[src/design/assert_macros.svh]
// ----------------------------------------------------------------------------
// assertion macros
// shared concurrent assertion forms, clocked on clk and off during reset
// ----------------------------------------------------------------------------
`ifndef ASSERT_MACROS_SVH
`define ASSERT_MACROS_SVH

// same-cycle implication
`define ASSERT_SAME(label, ante, cons) \
  label: assert property (@(posedge clk) disable iff (!rst_n) (ante) |-> (cons)) \
    else $error("assertion failed: same-cycle check");

// next-cycle implication
`define ASSERT_NEXT(label, ante, cons) \
  label: assert property (@(posedge clk) disable iff (!rst_n) (ante) |=> (cons)) \
    else $error("assertion failed: next-cycle check");

`endif

[src/design/lcdpwm_pkg.sv]
// ----------------------------------------------------------------------------
// lcdpwm_pkg
// shared types and constants of the lcd nibble and pwm port sequencer
// ----------------------------------------------------------------------------
package lcdpwm_pkg;

  // input modes
  localparam logic [1:0] MODE_INSTR_HI = 2'd0;
  localparam logic [1:0] MODE_INSTR    = 2'd1;
  localparam logic [1:0] MODE_DATA     = 2'd2;
  localparam logic [1:0] MODE_TICK     = 2'd3;

  // configuration register indexes
  localparam logic CFG_PWM_BIT   = 1'b0;
  localparam logic CFG_DUTY_STEP = 1'b1;

  // image bits
  localparam logic [7:0] RS_BIT      = 8'h01;
  localparam logic [7:0] RW_BIT      = 8'h02;
  localparam logic [7:0] E_BIT       = 8'h04;
  localparam logic [7:0] NIBBLE_MASK = 8'hf0;
  localparam logic [7:0] LOW_MASK    = 8'h0f;

  // pwm constants
  localparam logic [6:0]  PWM_PERIOD = 7'd100;
  localparam logic [6:0]  DUTY_WRAP  = 7'd99;
  localparam logic [6:0]  DUTY_RESET = 7'd10;
  localparam logic [31:0] TICK_US    = 32'd100;

  localparam logic [2:0]  PWM_BIT_RESET   = 3'd3;
  localparam logic [15:0] DUTY_STEP_RESET = 16'd20;

  // seven images per nibble, numbered 0..6
  localparam logic [2:0] SUB_LAST = 3'd6;
  localparam logic [2:0] SUB_RW0  = 3'd0;
  localparam logic [2:0] SUB_RS   = 3'd1;
  localparam logic [2:0] SUB_NIB  = 3'd2;
  localparam logic [2:0] SUB_E1   = 3'd3;
  localparam logic [2:0] SUB_E0   = 3'd4;
  localparam logic [2:0] SUB_RS1  = 3'd5;

  typedef enum logic [2:0] {
    ST_IDLE = 3'b001,
    ST_LCD  = 3'b010,
    ST_TICK = 3'b100
  } state_t;

  typedef struct packed {
    logic load;
    logic lcd_step;
    logic tick;
  } cmd_t;

  typedef struct packed {
    logic in_is_tick;
    logic lcd_final;
    logic out_free;
  } sts_t;

endpackage

[src/design/lcdpwm_ctrl.sv]
// ----------------------------------------------------------------------------
// lcdpwm_ctrl
// sequencer state machine: takes an item, paces lcd images and the tick step
// ----------------------------------------------------------------------------
module lcdpwm_ctrl (
  input  logic              clk,
  input  logic              rst_n,
  input  logic              in_valid,
  output logic              in_ready,
  input  lcdpwm_pkg::sts_t  sts,
  output lcdpwm_pkg::cmd_t  cmd
);

  lcdpwm_pkg::state_t state_r, state_nxt;

  assign in_ready = (state_r == lcdpwm_pkg::ST_IDLE);

  always_comb begin
    state_nxt    = state_r;
    cmd          = '0;
    unique case (state_r)
      lcdpwm_pkg::ST_IDLE: begin
        if (in_valid) begin
          cmd.load = 1'b1;
          state_nxt = sts.in_is_tick ? lcdpwm_pkg::ST_TICK : lcdpwm_pkg::ST_LCD;
        end
      end
      lcdpwm_pkg::ST_LCD: begin
        if (sts.out_free) begin
          cmd.lcd_step = 1'b1;
          if (sts.lcd_final) begin
            state_nxt = lcdpwm_pkg::ST_IDLE;
          end
        end
      end
      lcdpwm_pkg::ST_TICK: begin
        // tick waits for a free slot even if it ends up emitting nothing
        if (sts.out_free) begin
          cmd.tick  = 1'b1;
          state_nxt = lcdpwm_pkg::ST_IDLE;
        end
      end
      default: begin
        state_nxt = lcdpwm_pkg::ST_IDLE;
      end
    endcase
  end

  always_ff @(posedge clk) begin
    if (!rst_n) begin
      state_r <= lcdpwm_pkg::ST_IDLE;
    end else begin
      state_r <= state_nxt;
    end
  end

endmodule

[src/design/lcdpwm_dp.sv]
// ----------------------------------------------------------------------------
// lcdpwm_dp
// datapath: port image, pwm phase and duty, timestamps, config, output register
// ----------------------------------------------------------------------------
module lcdpwm_dp (
  input  logic              clk,
  input  logic              rst_n,
  input  logic [1:0]        in_mode,
  input  logic [7:0]        in_value,
  input  logic [31:0]       in_now_ms,
  input  logic [31:0]       in_now_us,
  input  logic              cfg_valid,
  input  logic              cfg_index,
  input  logic [15:0]       cfg_data,
  input  lcdpwm_pkg::cmd_t  cmd,
  output lcdpwm_pkg::sts_t  sts,
  output logic              out_valid,
  input  logic              out_ready,
  output logic [7:0]        out_port_image,
  output logic              out_last
);

  logic [2:0]  pwm_bit_r;
  logic [15:0] duty_step_ms_r;

  logic [1:0]  mode_r;
  logic [7:0]  value_r;
  logic [31:0] now_ms_r;
  logic [31:0] now_us_r;

  logic [7:0]  image_r, image_nxt;
  logic [31:0] last_tick_us_r;
  logic [31:0] last_step_ms_r;
  logic [6:0]  phase_r;
  logic [6:0]  duty_r;

  logic [2:0]  sub_r;
  logic        nib_r;

  logic        out_valid_r;
  logic [7:0]  out_image_r;
  logic        out_last_r;

  logic        is_data, data_nib2, final_img;
  logic [7:0]  nib_bits, lcd_img;
  logic [7:0]  mask, tick_img;
  logic [31:0] diff_us, diff_ms;
  logic        tick_hit, step_hit, phase_top, phase_match, tick_emit;
  logic [6:0]  duty_inc;
  logic        emit;

  assign is_data  = (mode_r == lcdpwm_pkg::MODE_DATA);
  assign data_nib2 = is_data && nib_r;
  assign nib_bits = nib_r ? {value_r[3:0], 4'b0000} : (value_r & lcdpwm_pkg::NIBBLE_MASK);
  assign final_img = (sub_r == lcdpwm_pkg::SUB_LAST) &&
                     (nib_r || (mode_r == lcdpwm_pkg::MODE_INSTR_HI));

  always_comb begin
    unique case (sub_r)
      lcdpwm_pkg::SUB_RW0:
        lcd_img = data_nib2 ? (image_r | lcdpwm_pkg::RS_BIT) : (image_r & ~lcdpwm_pkg::RW_BIT);
      lcdpwm_pkg::SUB_RS: begin
        if (data_nib2) begin
          lcd_img = image_r & ~lcdpwm_pkg::RW_BIT;
        end else if (is_data) begin
          lcd_img = image_r | lcdpwm_pkg::RS_BIT;
        end else begin
          lcd_img = image_r & ~lcdpwm_pkg::RS_BIT;
        end
      end
      lcdpwm_pkg::SUB_NIB: lcd_img = (image_r & lcdpwm_pkg::LOW_MASK) | nib_bits;
      lcdpwm_pkg::SUB_E1:  lcd_img = image_r | lcdpwm_pkg::E_BIT;
      lcdpwm_pkg::SUB_E0:  lcd_img = image_r & ~lcdpwm_pkg::E_BIT;
      lcdpwm_pkg::SUB_RS1: lcd_img = image_r | lcdpwm_pkg::RS_BIT;
      default:             lcd_img = image_r | lcdpwm_pkg::RW_BIT;
    endcase
  end

  // pwm tick
  assign mask        = 8'h01 << pwm_bit_r;
  assign diff_us     = now_us_r - last_tick_us_r;
  assign diff_ms     = now_ms_r - last_step_ms_r;
  assign tick_hit    = (diff_us >= lcdpwm_pkg::TICK_US);
  assign step_hit    = (diff_ms >= {16'b0, duty_step_ms_r});
  assign phase_top   = (phase_r == lcdpwm_pkg::PWM_PERIOD);
  assign phase_match = (phase_r == duty_r);
  assign tick_img    = phase_top ? (image_r | mask) : (image_r & ~mask);
  assign tick_emit   = tick_hit && (phase_top || phase_match);
  assign duty_inc    = duty_r + 7'd1;

  assign emit = cmd.lcd_step || (cmd.tick && tick_emit);

  always_comb begin
    image_nxt = image_r;
    if (cmd.lcd_step) begin
      image_nxt = lcd_img;
    end else if (cmd.tick && tick_emit) begin
      image_nxt = tick_img;
    end
  end

  assign sts.in_is_tick = (in_mode == lcdpwm_pkg::MODE_TICK);
  assign sts.lcd_final  = final_img;
  assign sts.out_free   = !out_valid_r || out_ready;

  // captured item and output register payload
  always_ff @(posedge clk) begin
    if (cmd.load) begin
      mode_r   <= in_mode;
      value_r  <= in_value;
      now_ms_r <= in_now_ms;
      now_us_r <= in_now_us;
    end
    if (emit) begin
      out_image_r <= image_nxt;
      out_last_r  <= cmd.tick || final_img;
    end
  end

  always_ff @(posedge clk) begin
    if (!rst_n) begin
      pwm_bit_r      <= lcdpwm_pkg::PWM_BIT_RESET;
      duty_step_ms_r <= lcdpwm_pkg::DUTY_STEP_RESET;
      image_r        <= '0;
      last_tick_us_r <= '0;
      last_step_ms_r <= '0;
      phase_r        <= '0;
      duty_r         <= lcdpwm_pkg::DUTY_RESET;
      sub_r          <= '0;
      nib_r          <= 1'b0;
      out_valid_r    <= 1'b0;
    end else begin
      if (cfg_valid) begin
        unique case (cfg_index)
          lcdpwm_pkg::CFG_PWM_BIT:   pwm_bit_r      <= cfg_data[2:0];
          lcdpwm_pkg::CFG_DUTY_STEP: duty_step_ms_r <= cfg_data;
          default: ;
        endcase
      end
      image_r <= image_nxt;
      if (cmd.load) begin
        sub_r <= '0;
        nib_r <= 1'b0;
      end else if (cmd.lcd_step) begin
        if (sub_r == lcdpwm_pkg::SUB_LAST) begin
          sub_r <= '0;
          nib_r <= 1'b1;
        end else begin
          sub_r <= sub_r + 3'd1;
        end
      end
      if (cmd.tick) begin
        if (tick_hit) begin
          last_tick_us_r <= now_us_r;
          // period end wraps the phase straight back to one
          phase_r <= phase_top ? 7'd1 : (phase_r + 7'd1);
        end
        if (step_hit) begin
          last_step_ms_r <= now_ms_r;
          duty_r <= (duty_inc == lcdpwm_pkg::DUTY_WRAP) ? 7'd1 : duty_inc;
        end
      end
      if (emit) begin
        out_valid_r <= 1'b1;
      end else if (out_ready) begin
        out_valid_r <= 1'b0;
      end
    end
  end

  assign out_valid      = out_valid_r;
  assign out_port_image = out_image_r;
  assign out_last       = out_last_r;

endmodule

[src/design/lcd_nibble_and_pwm_port_sequencer.sv]
// ----------------------------------------------------------------------------
// lcd_nibble_and_pwm_port_sequencer
// builds shift-register port images for a 4-bit lcd plus a breathing pwm bit
// ----------------------------------------------------------------------------
// channel  direction  handshake              payload
// in       input      in_valid / in_ready    in_mode, in_value, in_now_ms, in_now_us
// out      output     out_valid / out_ready  out_port_image, out_last
// cfg      input      cfg_valid / cfg_ready  cfg_index, cfg_data
//
// an lcd item gives 7 or 14 images, one image per cycle from the nibble
// sequencer while the output slot is free; a tick gives at most one image.
// in_ready is high only while the sequencer is idle; the next item may be
// accepted while the last image still sits in the output register.
// a stalled output holds the sequencer; cfg_ready is always high.
// synchronous active-low reset clears image, pwm state and config to defaults.
// ----------------------------------------------------------------------------
`include "assert_macros.svh"

module lcd_nibble_and_pwm_port_sequencer (
  input  logic        clk,
  input  logic        rst_n,
  input  logic        in_valid,
  output logic        in_ready,
  input  logic [1:0]  in_mode,
  input  logic [7:0]  in_value,
  input  logic [31:0] in_now_ms,
  input  logic [31:0] in_now_us,
  output logic        out_valid,
  input  logic        out_ready,
  output logic [7:0]  out_port_image,
  output logic        out_last,
  input  logic        cfg_valid,
  output logic        cfg_ready,
  input  logic        cfg_index,
  input  logic [15:0] cfg_data
);

  lcdpwm_pkg::cmd_t cmd;
  lcdpwm_pkg::sts_t sts;

  assign cfg_ready = 1'b1;

  lcdpwm_ctrl u_ctrl (
    .clk      (clk),
    .rst_n    (rst_n),
    .in_valid (in_valid),
    .in_ready (in_ready),
    .sts      (sts),
    .cmd      (cmd)
  );

  lcdpwm_dp u_dp (
    .clk            (clk),
    .rst_n          (rst_n),
    .in_mode        (in_mode),
    .in_value       (in_value),
    .in_now_ms      (in_now_ms),
    .in_now_us      (in_now_us),
    .cfg_valid      (cfg_valid && cfg_ready),
    .cfg_index      (cfg_index),
    .cfg_data       (cfg_data),
    .cmd            (cmd),
    .sts            (sts),
    .out_valid      (out_valid),
    .out_ready      (out_ready),
    .out_port_image (out_port_image),
    .out_last       (out_last)
  );

  // busy right after taking an item
  `ASSERT_NEXT(a_busy_after_accept, in_valid && in_ready, !in_ready)
  // an image is only produced into a free output slot
  `ASSERT_SAME(a_emit_into_free_slot, cmd.lcd_step || cmd.tick, sts.out_free)
  // a non-final image means more of the same item is still coming
  `ASSERT_SAME(a_pending_images_busy, out_valid && !out_last, !in_ready)

endmodule

[config.mk]
export PLATFORM = sky130hd
export DESIGN_NAME = lcd_nibble_and_pwm_port_sequencer
export DESIGN_NICKNAME = d
export VERILOG_FILES = /design/src/design/lcdpwm_pkg.sv /design/src/design/lcdpwm_ctrl.sv /design/src/design/lcdpwm_dp.sv /design/src/design/lcd_nibble_and_pwm_port_sequencer.sv
export VERILOG_INCLUDE_DIRS = /design/src /design/src/design
export SDC_FILE = /design/constraint.sdc
export NUM_CORES = 1
export LEC_CHECK = 0
export BUFFER_PORTS_ARGS = -buffer_cell sky130_fd_sc_hd__clkbuf_2
export CORE_ASPECT_RATIO = 2
export CORE_MARGIN = 10
export CORE_UTILIZATION = 55
export CTS_CLUSTER_DIAMETER = 60
export CTS_CLUSTER_SIZE = 8
export DETAILED_ROUTE_END_ITERATION = 10
export HOLD_SLACK_MARGIN = 0.05
export PLACE_DENSITY_LB_ADDON = 0.1
export SLEW_MARGIN = 40
export SYNTH_ARGS = -nofsm -noshare
export SYNTH_HDL_FRONTEND = slang
export SYNTH_SLANG_ARGS = --single-unit
[constraint.sdc]
create_clock -name clk -period 4.2 [get_ports clk]
set_input_delay 0.84 -clock clk [delete_from_list [all_inputs] [get_ports clk]]
set_output_delay 0.84 -clock clk [all_outputs]
set_load 0.1 [all_outputs]
==> results of run 1 <==
## logic make-up (layout without fill, tap and decap cells)
group | count (synthesis) | count (layout) | synth area share
AOI/OAI and AO/OA | 416 | 416 | 0.2167
buffers and inverters | 182 | 337 | 0.06055
and+or+nand+nor | 490 | 491 | 0.1926
other | 1 | 1 | 0.0002990
muxes | 45 | 45 | 0.03611
adders and majority gates | 85 | 85 | 0.08599
DFF | 196 | 196 | 0.3791
xor gates and xnor gates | 41 | 41 | 0.02863
## cell type report
type	instances	area, um^2	area share
clock buffer	22	474.2	0.03221
clock inverter	10	191.4	0.01300
inverter	101	381.6	0.02592
multi-input combinational	1079	7212	0.4899
sequential	196	4755	0.3230
tap	280	350.3	0.02380
timing repair buffer	204	1356	0.09214
## registers in the layout, summed over array words and instances (netlist names)
name and flops:
u_dp.out_port_image 8, u_dp.now_us_r 32, u_dp.now_ms_r 32, u_dp.phase_r 7, u_dp.last_tick_us_r 32, u_dp.value_r 8, u_dp.pwm_bit_r 3, u_dp.out_valid 1
u_dp.sub_r 3, u_dp.image_r 8, u_dp.out_last 1, u_dp.mode_r 2, u_dp.last_step_ms_r 32, u_dp.nib_r 1, u_dp.duty_step_ms_r 16, u_dp.duty_r 7
u_ctrl.state_r 3
## power by group through the flow
stage	Clock [mW]	Combinational (mW)	Sequential (mW)
2_1_floorplan	0	0.584	2.16
3_3_place_gp	0	0.861	2.16
3_5_place_dp	0	0.883	2.16
4_1_cts	1.89	0.899	2.12
5_1_grt	1.96	1.02	2.13
6_report	1.88	0.931	2.12
## worst min-delay path, delay by kind of cell (launching register included)
family,cells,cell delay [ns]
DFF,1,0.31
and+or+nand+nor,1,0.05
AOI/OAI and AO/OA,1,0.05
## worst max-delay path by stage
| stage | startpoint | endpoint | slack, ns | cells after the start |
|---|---|---|---|---|
| 2_1_floorplan | u_dp.now_ms_r[0] | u_dp.last_step_ms_r[0] | 0.001 | 23 |
| 3_3_place_gp | u_dp.now_ms_r[0] | u_dp.duty_r[1] | -0.38 | 23 |
| 3_5_place_dp | u_dp.now_ms_r[0] | u_dp.duty_r[1] | -0.52 | 23 |
| 4_1_cts | u_dp.now_ms_r[0] | u_dp.duty_r[1] | -0.40 | 23 |
| 5_1_grt | u_dp.now_ms_r[0] | u_dp.last_step_ms_r[7] | -0.71 | 24 |
| 6_report | u_dp.now_ms_r[0] | u_dp.last_step_ms_r[19] | -0.44 | 24 |
## cell usage in the layout (no fill, tap or decap), drive strengths merged, types with 43 or more instances in the layout
cell type  instances
a21oi            152
buf               98
clkbuf           128
dfxtp            113
edfxtp            83
ha                83
inv              104
mux2i             43
nand2            183
nand3             61
nor2              68
o21ai             91
## routing by layer
layer  GRT usage  wire [um]  up-vias
met5           0          0        -
met4      0.1748       2424        0
met3     0.04042       1077      140
met2      0.4676      20420      320
met1      0.1997      11670     5420
li1            -          -     5587
## stage by stage
stage | hold slack [ns] | total power, mW | area, um^2 | setup TNS [ns]
floorplan | 0.4347 | 2.743 | 12560 | 0
global placement | 0.4418 | 3.022 | 13760 | -10.87
detailed placement | 0.4480 | 3.044 | 13800 | -16.08
CTS | 0.4574 | 4.908 | 14530 | -11.06
global route | 0.4723 | 5.105 | 14720 | -26.25
finish | 0.4552 | 4.925 | 14720 | -16.10
## what timing repair did
action                                  in CTS  in global routing
endpoints found under the setup margin      39                103
pin swaps                                    4                 14
cloned                                       0                  1
setup buffers                                3                  8
resized for setup                           11                 26
==> impl_metrics.ini, run 1 <==
[status]
run_status = finished, violations left
violations = negative setup slack

[cts]
tritoncts = yes
hold_buffers = 0
numClockSinks = 196
numCtsBuffers = 17
clk_path_buf_depth = 2
clk_latency_ns = 0.47
cts-root-buf = clkbuf_16
h-tree-depth = 4
clk_pin_slew_ns = 0.07

[worst_setup_path]
r2r_start = u_dp.now_ms_r[0]
cp.arrival_ns = 4.99
reg2reg_slack_ns = -0.44
path_max_fanout = 19
max_stage_delay_ns = 0.38
worstPathRequired_ns = 4.55
r2r_cells = 24
worstSetupPathType = reg -> reg
cp-start-kind = flop
path_buf_inv = 4
crit_path_end_kind = flop
r2r-end = u_dp.last_step_ms_r[19]
cp_top_family = compound AO/OA/AOI/OAI gates
crit_path_cell_trace = inv_1, ha_2, inv_2, fa_2, a211oi_2, nor2_2, o21a_1, nor2_2, o21ai_2, a21o_1, a21oi_2, xnor2_1, ha_1, a21oi_2, nor2b_1, nor4_2, buf_4, nor2_4, nor4_4, o2111ai_2, nor4_4, a21oi_4, buf_12, mux2i_1
crit_slowest_cell = edfxtp_1

[layout]
num-fill-cells = 1926
utilization = 0.6530
area_growth_pct = 17.37
antenna_cells = 0
fin_cells = 1892
final_nets = 1780
final_layout_size_suffix_gt1_frac = 0.1861

[synthesis]
synthTopCellsByArea = edfxtp_1 (20%), dfxtp_1 (18%), ha_1 (8.3%)
synth_edf_count = 83
netlist_area_mm2 = 0.01254
synth_cells = 1456
yosysWarnings = 0
avgSynthCellArea_um2 = 8.614
seq_area_frac_synth = 0.3791
synth.distinct_cells = 86
ys_ff_latch = 196
synth_top_area_frac = 0.1987
yosys.area.top_type = edfxtp_1
synth.top_cells.by_count = nand2_1 (183), a21oi_1 (145), dfxtp_1 (113)
ys.flop_type = dfxtp_1
yosysMostFrequentCell = nand2_1
async_flop_share = 0
synth_nets = 1637

[detailed_routing]
firstDrtPassIters = 5
routedWlPerCell_um = 18.81
drc = 0
drt_iter0_markers = 568
vias = 11470
ant_nets = 0
wirelength_um = 35580
viasPerCell = 6.061

[floorplan]
row_count = 78
coreArea_mm2 = 0.02254
initial_core_util = 0.5563
io_pins = 108
die_h_um = 233.6
dieArea_mm2 = 0.02961
die_w_um = 126.8

[power_and_ir_drop]
clkPwrFrac = 0.381
seqPwrFrac = 0.430
leakage_nw = 5.482
power.density_mw_per_mm2 = 334.6
p_int_mw = 3.564
ir_worst_vdd_mv = 0.3427
p_sw_mw = 1.362
switching_share = 0.2764
power_frac_comb = 0.189

[timing]
tightestPinTransition_ns = 0.7865
fin_ws_ns = -0.4400
slew_violations = 0
hold_viol_final = 0
rsz0062_at_grt = yes
max_freq_ghz = 0.2155
setup_viol = 39
fin_skew_ns = 0.01024
max_slew_margin = 0.4719
fin_crit_sh = 1.105
period_needed_ns = 4.640

[global_routing]
grt_pass1_wl_um = 56170
first_global_vias = 11560
grt.overflow.total = 0
antenna_found_initial = 0
track_usage = 0.2360
grt_max_degree = 84

[place]
dp.cells = 1848
place_hpwl_um = 27280
gp_congestion = 0.9638
dp_worst_setup_slack_ns = -0.5208
io_buffers = 106

[hold_path]
min_to = u_dp.duty_step_ms_r[12]
hold_class = reg -> reg
whs_path_depth = 2
min-delay-start = u_dp.duty_step_ms_r[12]

[run]
cap_viol_max_count = 0
(Power assumes the default switching activity.)
==> run 2, diff against run 1 <==
- CORE_UTILIZATION: 55 -> 60
- clock period: 4.2 -> 5.7 ns (I/O delays scaled with it)
==> run 2 against run 1 <==
Net effect: worst hold slack about the same; sequential share of layout area up 2.2 points; maximum frequency down 9.6%; register-to-register slack better by 1.0 ns; cell area down 6.4%; clock power down 36%; clock skew about the same; flip-flop and latch count unchanged; the run now ends clean; largest cell class unchanged; global-route usage up 1.1 points; first-iteration DRC count up 13%; sequential power down 26%.
==> impl_metrics.ini, run 2 (same netlist as run 1, synthesis figures left out) <==
[detailed_routing]
drt_iter0_markers = 640
vias = 11050
routedWlPerCell_um = 18.82
ant_nets = 0
top_layer_used = met4
wl_met2_um = 19250
firstDrtPassIters = 5
wl_met1_um = 11540
viasPerCell = 6.160
wirelength_um = 33760
wl_met3_um = 1241
drc = 0

[cts]
post_cts_resized = 0
clk_path_buf_depth = 2
post_cts_buffers = 0
hold_buffers = 0
numClockSinks = 196
clk_latency_ns = 0.47
clk_pin_slew_ns = 0.08
tritoncts = yes
h-tree-depth = 4
numCtsBuffers = 17
cts-root-buf = clkbuf_16

[power_and_ir_drop]
leakage_nw = 5.010
total_power_mw = 3.382
ir_worst_vdd_mv = 0.2629
power.density_mw_per_mm2 = 245.4

[timing]
rsz0062_at_grt = no
setup_viol = 0
fin_crit_sh = 0.9005
hold_viol_final = 0
fin_skew_ns = 0.009903
period_needed_ns = 5.133
tns_ns = 0
slew_violations = 0
tightestPinTransition_ns = 0.7935
max_slew_margin = 0.4697
max_freq_ghz = 0.1948

[hold_path]
hold_class = reg -> reg
whs_path_depth = 2
min_to = u_dp.duty_step_ms_r[9]
min-delay-start = u_dp.duty_step_ms_r[9]

[place]
gp_congestion = 0.9615
io_buffers = 106
place_hpwl_um = 25740

[floorplan]
row_count = 74
initial_core_util = 0.6129
io_pins = 108
coreArea_mm2 = 0.02046
dieArea_mm2 = 0.02744
die_h_um = 224.5
die_w_um = 122.2

[layout]
area_growth_pct = 9.906
final_nets = 1696
final_cell_mix = nand2_1 (183), a21oi_1 (145), dfxtp_1 (113)
final_layout_size_suffix_gt1_frac = 0.1257
antenna_cells = 0
num-fill-cells = 1764
layout_commonest_cell = nand2_1

[global_routing]
grt_max_degree = 85
antenna_found_initial = 0
grt_pass1_wl_um = 54060
grt.overflow.total = 0
first_global_vias = 11140
track_usage = 0.2467

[worst_setup_path]
worstPathRequired_ns = 6.04
max_stage_delay_ns = 0.41
crit_path_end_kind = flop
cp_common_cell = nor2_1
worstSetupPathType = reg -> reg
crit_slowest_cell = fa_1
cp.arrival_ns = 5.47
crit_path_cell_trace = inv_1, ha_1, inv_1, fa_1, a211oi_1, nor2_1, o21a_1, nor2_1, o21ai_0, a21o_1, a21oi_1, xnor2_1, ha_1, a21oi_1, nor2b_1, nor4_1, buf_4, nor2_1, nor4_1, o2111ai_2, nor4_4, a21oi_4, buf_12, mux2i_1
cp-start-kind = flop
reg2reg_slack_ns = 0.57
r2r_cells = 24
r2r-end = u_dp.last_step_ms_r[17]
r2r_start = u_dp.now_ms_r[0]
path_max_fanout = 20

[status]
run_status = finished, final reports clean

[run]
cap_viol_max_count = 0
==> run 2: cell types whose count changed in the layout (fill, tap and decap cells not counted), moves of 3 or more <==
cell       before  now
o21ai_2         3    0
bufinv_16       5    1
buf_4          88   11
nor2_1         64   68
o21ai_0        84   88
a21oi_1       142  145
a21oi_2         9    6
buf_6           4    1
clkinv_4        0    3
nor3_1         29   32
buf_12          6    3
nor2_2          3    0
==> run 2: cell type report <==
cell class,instances,area (um^2),area share
multi-input combinational,1078,7046,0.5111
inverter,101,379.1,0.02750
clock buffer,18,439.2,0.03186
sequential,196,4755,0.3449
tap,266,332.8,0.02414
timing repair buffer,121,684.4,0.04965
clock inverter,14,148.9,0.01080
==> run 2: critical path, delay by kind of cell, from the launching register on <==
| kind | cells | cell delay, ns |
|---|---|---|
| compound gates | 8 | 1.53 |
| xor+xnor | 1 | 0.14 |
| fa+ha+maj | 3 | 0.83 |
| buf+inv | 4 | 0.58 |
| flops | 1 | 0.39 |
| mux | 1 | 0.14 |
| simple gates | 7 | 1.39 |
==> run 2: how the worst max path moves through the flow <==
stage	depth (start not counted)	from	slack, ns	end
final	24	u_dp.now_ms_r[0]	0.57	u_dp.last_step_ms_r[17]
after global routing	24	u_dp.now_ms_r[0]	0.12	u_dp.last_step_ms_r[13]
after CTS	24	u_dp.now_ms_r[0]	0.56	u_dp.last_step_ms_r[17]
after detailed placement	24	u_dp.now_ms_r[0]	0.61	u_dp.last_step_ms_r[17]
after global placement	24	u_dp.now_ms_r[0]	0.71	u_dp.last_step_ms_r[22]
after floorplan	4	u_ctrl.state_r[0]	0.58	u_dp.nib_r
==> run 2: stage by stage <==
step                      area (um^2)  utilization  hold slack, ns  setup slack, ns  cells
after floorplan                 12540            -          0.4347           0.5825   1456
after global placement          13150       0.6427          0.4417           0.7145   1760
after detailed placement        13190       0.6447          0.4476           0.6071   1762
after CTS                       13780       0.6735          0.4581           0.5607   1794
after global routing            13780       0.6737          0.4734           0.1161   1794
final                           13780       0.6737          0.4557           0.5671   1794
==> run 2: metal layers <==
layer  vias up  global-route usage
li1       5418                   -
met1      5240              0.2227
met2       291              0.4803
met3       102             0.04668
met4         0              0.1482
met5         -                   0
==> run 2: power breakdown <==
part | switching (mW) | internal [mW]
combinational | 0.384 | 0.233
clock | 0.576 | 0.628
sequential | 0.0331 | 1.53
total | 0.993 | 2.39
==> run 3, diff against run 2 <==
- REMOVE_ABC_BUFFERS: not set -> 1
==> run 3 against run 2 <==
Net effect: worst hold slack gained 0.0012 ns; setup slack got worse by 0.063 ns; core utilization grew 0.20 points; via count up 1.3%; maximum frequency down 1.2%; sequential power hardly changed; clock-buffer cell count shrank 1; die area stayed put; non-clock buffer count fell by 2; critical path type unchanged.
==> impl_metrics.ini, run 3 (same netlist as run 1, synthesis figures left out) <==
[floorplan]
die_h_um = 224.5
coreArea_mm2 = 0.02046
row_count = 74
io_pins = 108
dieArea_mm2 = 0.02744
die_w_um = 122.2
initial_core_util = 0.6129

[worst_setup_path]
cp.arrival_ns = 5.57
path_max_fanout = 22
r2r_cells = 23
reg2reg_slack_ns = 0.50
worstPathRequired_ns = 6.08
worstSetupPathType = reg -> reg
crit_path_end_kind = flop
r2r_start = u_dp.now_ms_r[0]
r2r-end = u_dp.last_step_ms_r[0]
cp-start-kind = flop

[layout]
final_nets = 1694
num-fill-cells = 1756
final_cell_mix = nand2_1 (183), a21oi_1 (145), dfxtp_1 (113)
layout_commonest_cell = nand2_1
area_growth_pct = 10.24
antenna_cells = 0
utilization = 0.6757
final_layout_size_suffix_gt1_frac = 0.1239
finish.instance_area_mm2 = 0.01383

[cts]
clk_latency_ns = 0.47
post_cts_buffers = 0
hold_buffers = 0
h-tree-depth = 4
cts-root-buf = clkbuf_16
numClockSinks = 196
tritoncts = yes
post_cts_resized = 0
clk_path_buf_depth = 2
numCtsBuffers = 17
clk_pin_slew_ns = 0.07

[timing]
hold_viol_final = 0
max_freq_ghz = 0.1925
setup_viol = 0
period_needed_ns = 5.196
fin_skew_ns = 0.01341
fin_crit_sh = 0.9116
tightestPinTransition_ns = 0.8694
tns_ns = 0
timing.hold.ws_ns = 0.4569
rsz0062_at_grt = no
max_slew_margin = 0.4054
slew_violations = 0

[global_routing]
grt.overflow.total = 0
grt_max_degree = 85
grt_pass1_wl_um = 55430
first_global_vias = 11290
antenna_found_initial = 0
track_usage = 0.2538

[detailed_routing]
routedWlPerCell_um = 19.48
vias = 11190
wirelength_um = 34910
firstDrtPassIters = 5
viasPerCell = 6.245
drt_iter0_markers = 702
drc = 0
ant_nets = 0

[power_and_ir_drop]
leakage_nw = 5.027
total_power_mw = 3.553
power.density_mw_per_mm2 = 257.0
ir_worst_vdd_mv = 0.3114

[hold_path]
min-delay-start = u_dp.last_step_ms_r[23]
whs_path_depth = 2
min_to = u_dp.last_step_ms_r[23]
hold_class = reg -> reg

[place]
gp_congestion = 1.022
io_buffers = 106
place_hpwl_um = 26210
place_area_mm2 = 0.01315

[run]
cap_viol_max_count = 0

[status]
run_status = finished, final reports clean
## run 3: cell types whose count changed in the layout (fill, tap and decap cells not counted)
cell,previous run,this run
a2111oi_1,3,2
bufinv_16,1,5
clkinv_4,3,1
clkinv_1,0,1
clkbuf_8,1,0
clkinv_2,2,0
buf_12,3,1
a2111oi_0,8,9
## run 3: final cells by class
| class | count | area [um^2] | area share |
|---|---|---|---|
| sequential | 196 | 4755 | 0.3439 |
| timing repair buffer | 119 | 644.4 | 0.04661 |
| multi-input combinational | 1078 | 7044 | 0.5095 |
| tap | 266 | 332.8 | 0.02407 |
| clock inverter | 15 | 245.2 | 0.01774 |
| inverter | 101 | 379.1 | 0.02742 |
| clock buffer | 17 | 425.4 | 0.03077 |
## run 3: worst max-delay path: stages, from the launching register on
cell and delay, ns:
edfxtp_1 0.39, inv_1 0.07, ha_1 0.17, inv_1 0.06, fa_1 0.41, a211oi_1 0.25
nor2_1 0.13, o21a_1 0.18, nor2_1 0.16, o21ai_0 0.16, a21o_1 0.20, a21oi_1 0.16
xnor2_1 0.18, ha_1 0.29, a21oi_1 0.13, nor2b_1 0.05, nor4_1 0.26, nor2_1 0.07
nor4_1 0.48, o2111ai_2 0.23, nor4_4 0.37, a21oi_4 0.22, buf_12 0.27, mux2i_1 0.19
## run 3: worst max-delay path by stage
stage,start,to,cells past startpoint,slack (ns)
4_1_cts,u_dp.now_ms_r[0],u_dp.last_step_ms_r[0],23,0.48
3_5_place_dp,u_dp.now_ms_r[0],u_dp.last_step_ms_r[0],23,0.50
3_3_place_gp,u_dp.now_ms_r[0],u_dp.last_step_ms_r[6],23,0.58
5_1_grt,u_dp.now_ms_r[0],u_dp.last_step_ms_r[0],23,0.1
6_report,u_dp.now_ms_r[0],u_dp.last_step_ms_r[0],23,0.50
2_1_floorplan,u_ctrl.state_r[0],u_ctrl.state_r[0],3,-0.20
## run 3: power by group
part           internal (mW)  switching [mW]  total (mW)  leakage [nW]
Sequential              1.53          0.0341        1.56          1.70
Clock                  0.792           0.582        1.37         0.320
Combinational          0.228           0.389       0.617          3.00
## run 3: through the flow
stage / cells / worst slack, ns
final: 1792 / 0.5039
after detailed placement: 1760 / 0.5021
after global routing: 1792 / 0.09717
after global placement: 1760 / 0.5830
after CTS: 1792 / 0.4775
after floorplan: 1375 / -0.1970
## run 3: routing by layer
layer  global-route usage  wire [um]  vias to the layer above
met5                    0          0                        -
met2               0.5014      20010                      322
li1                     -          -                     5411
met4               0.1532       2008                        0
met1               0.2251      11550                     5328
met3              0.04341       1339                      130
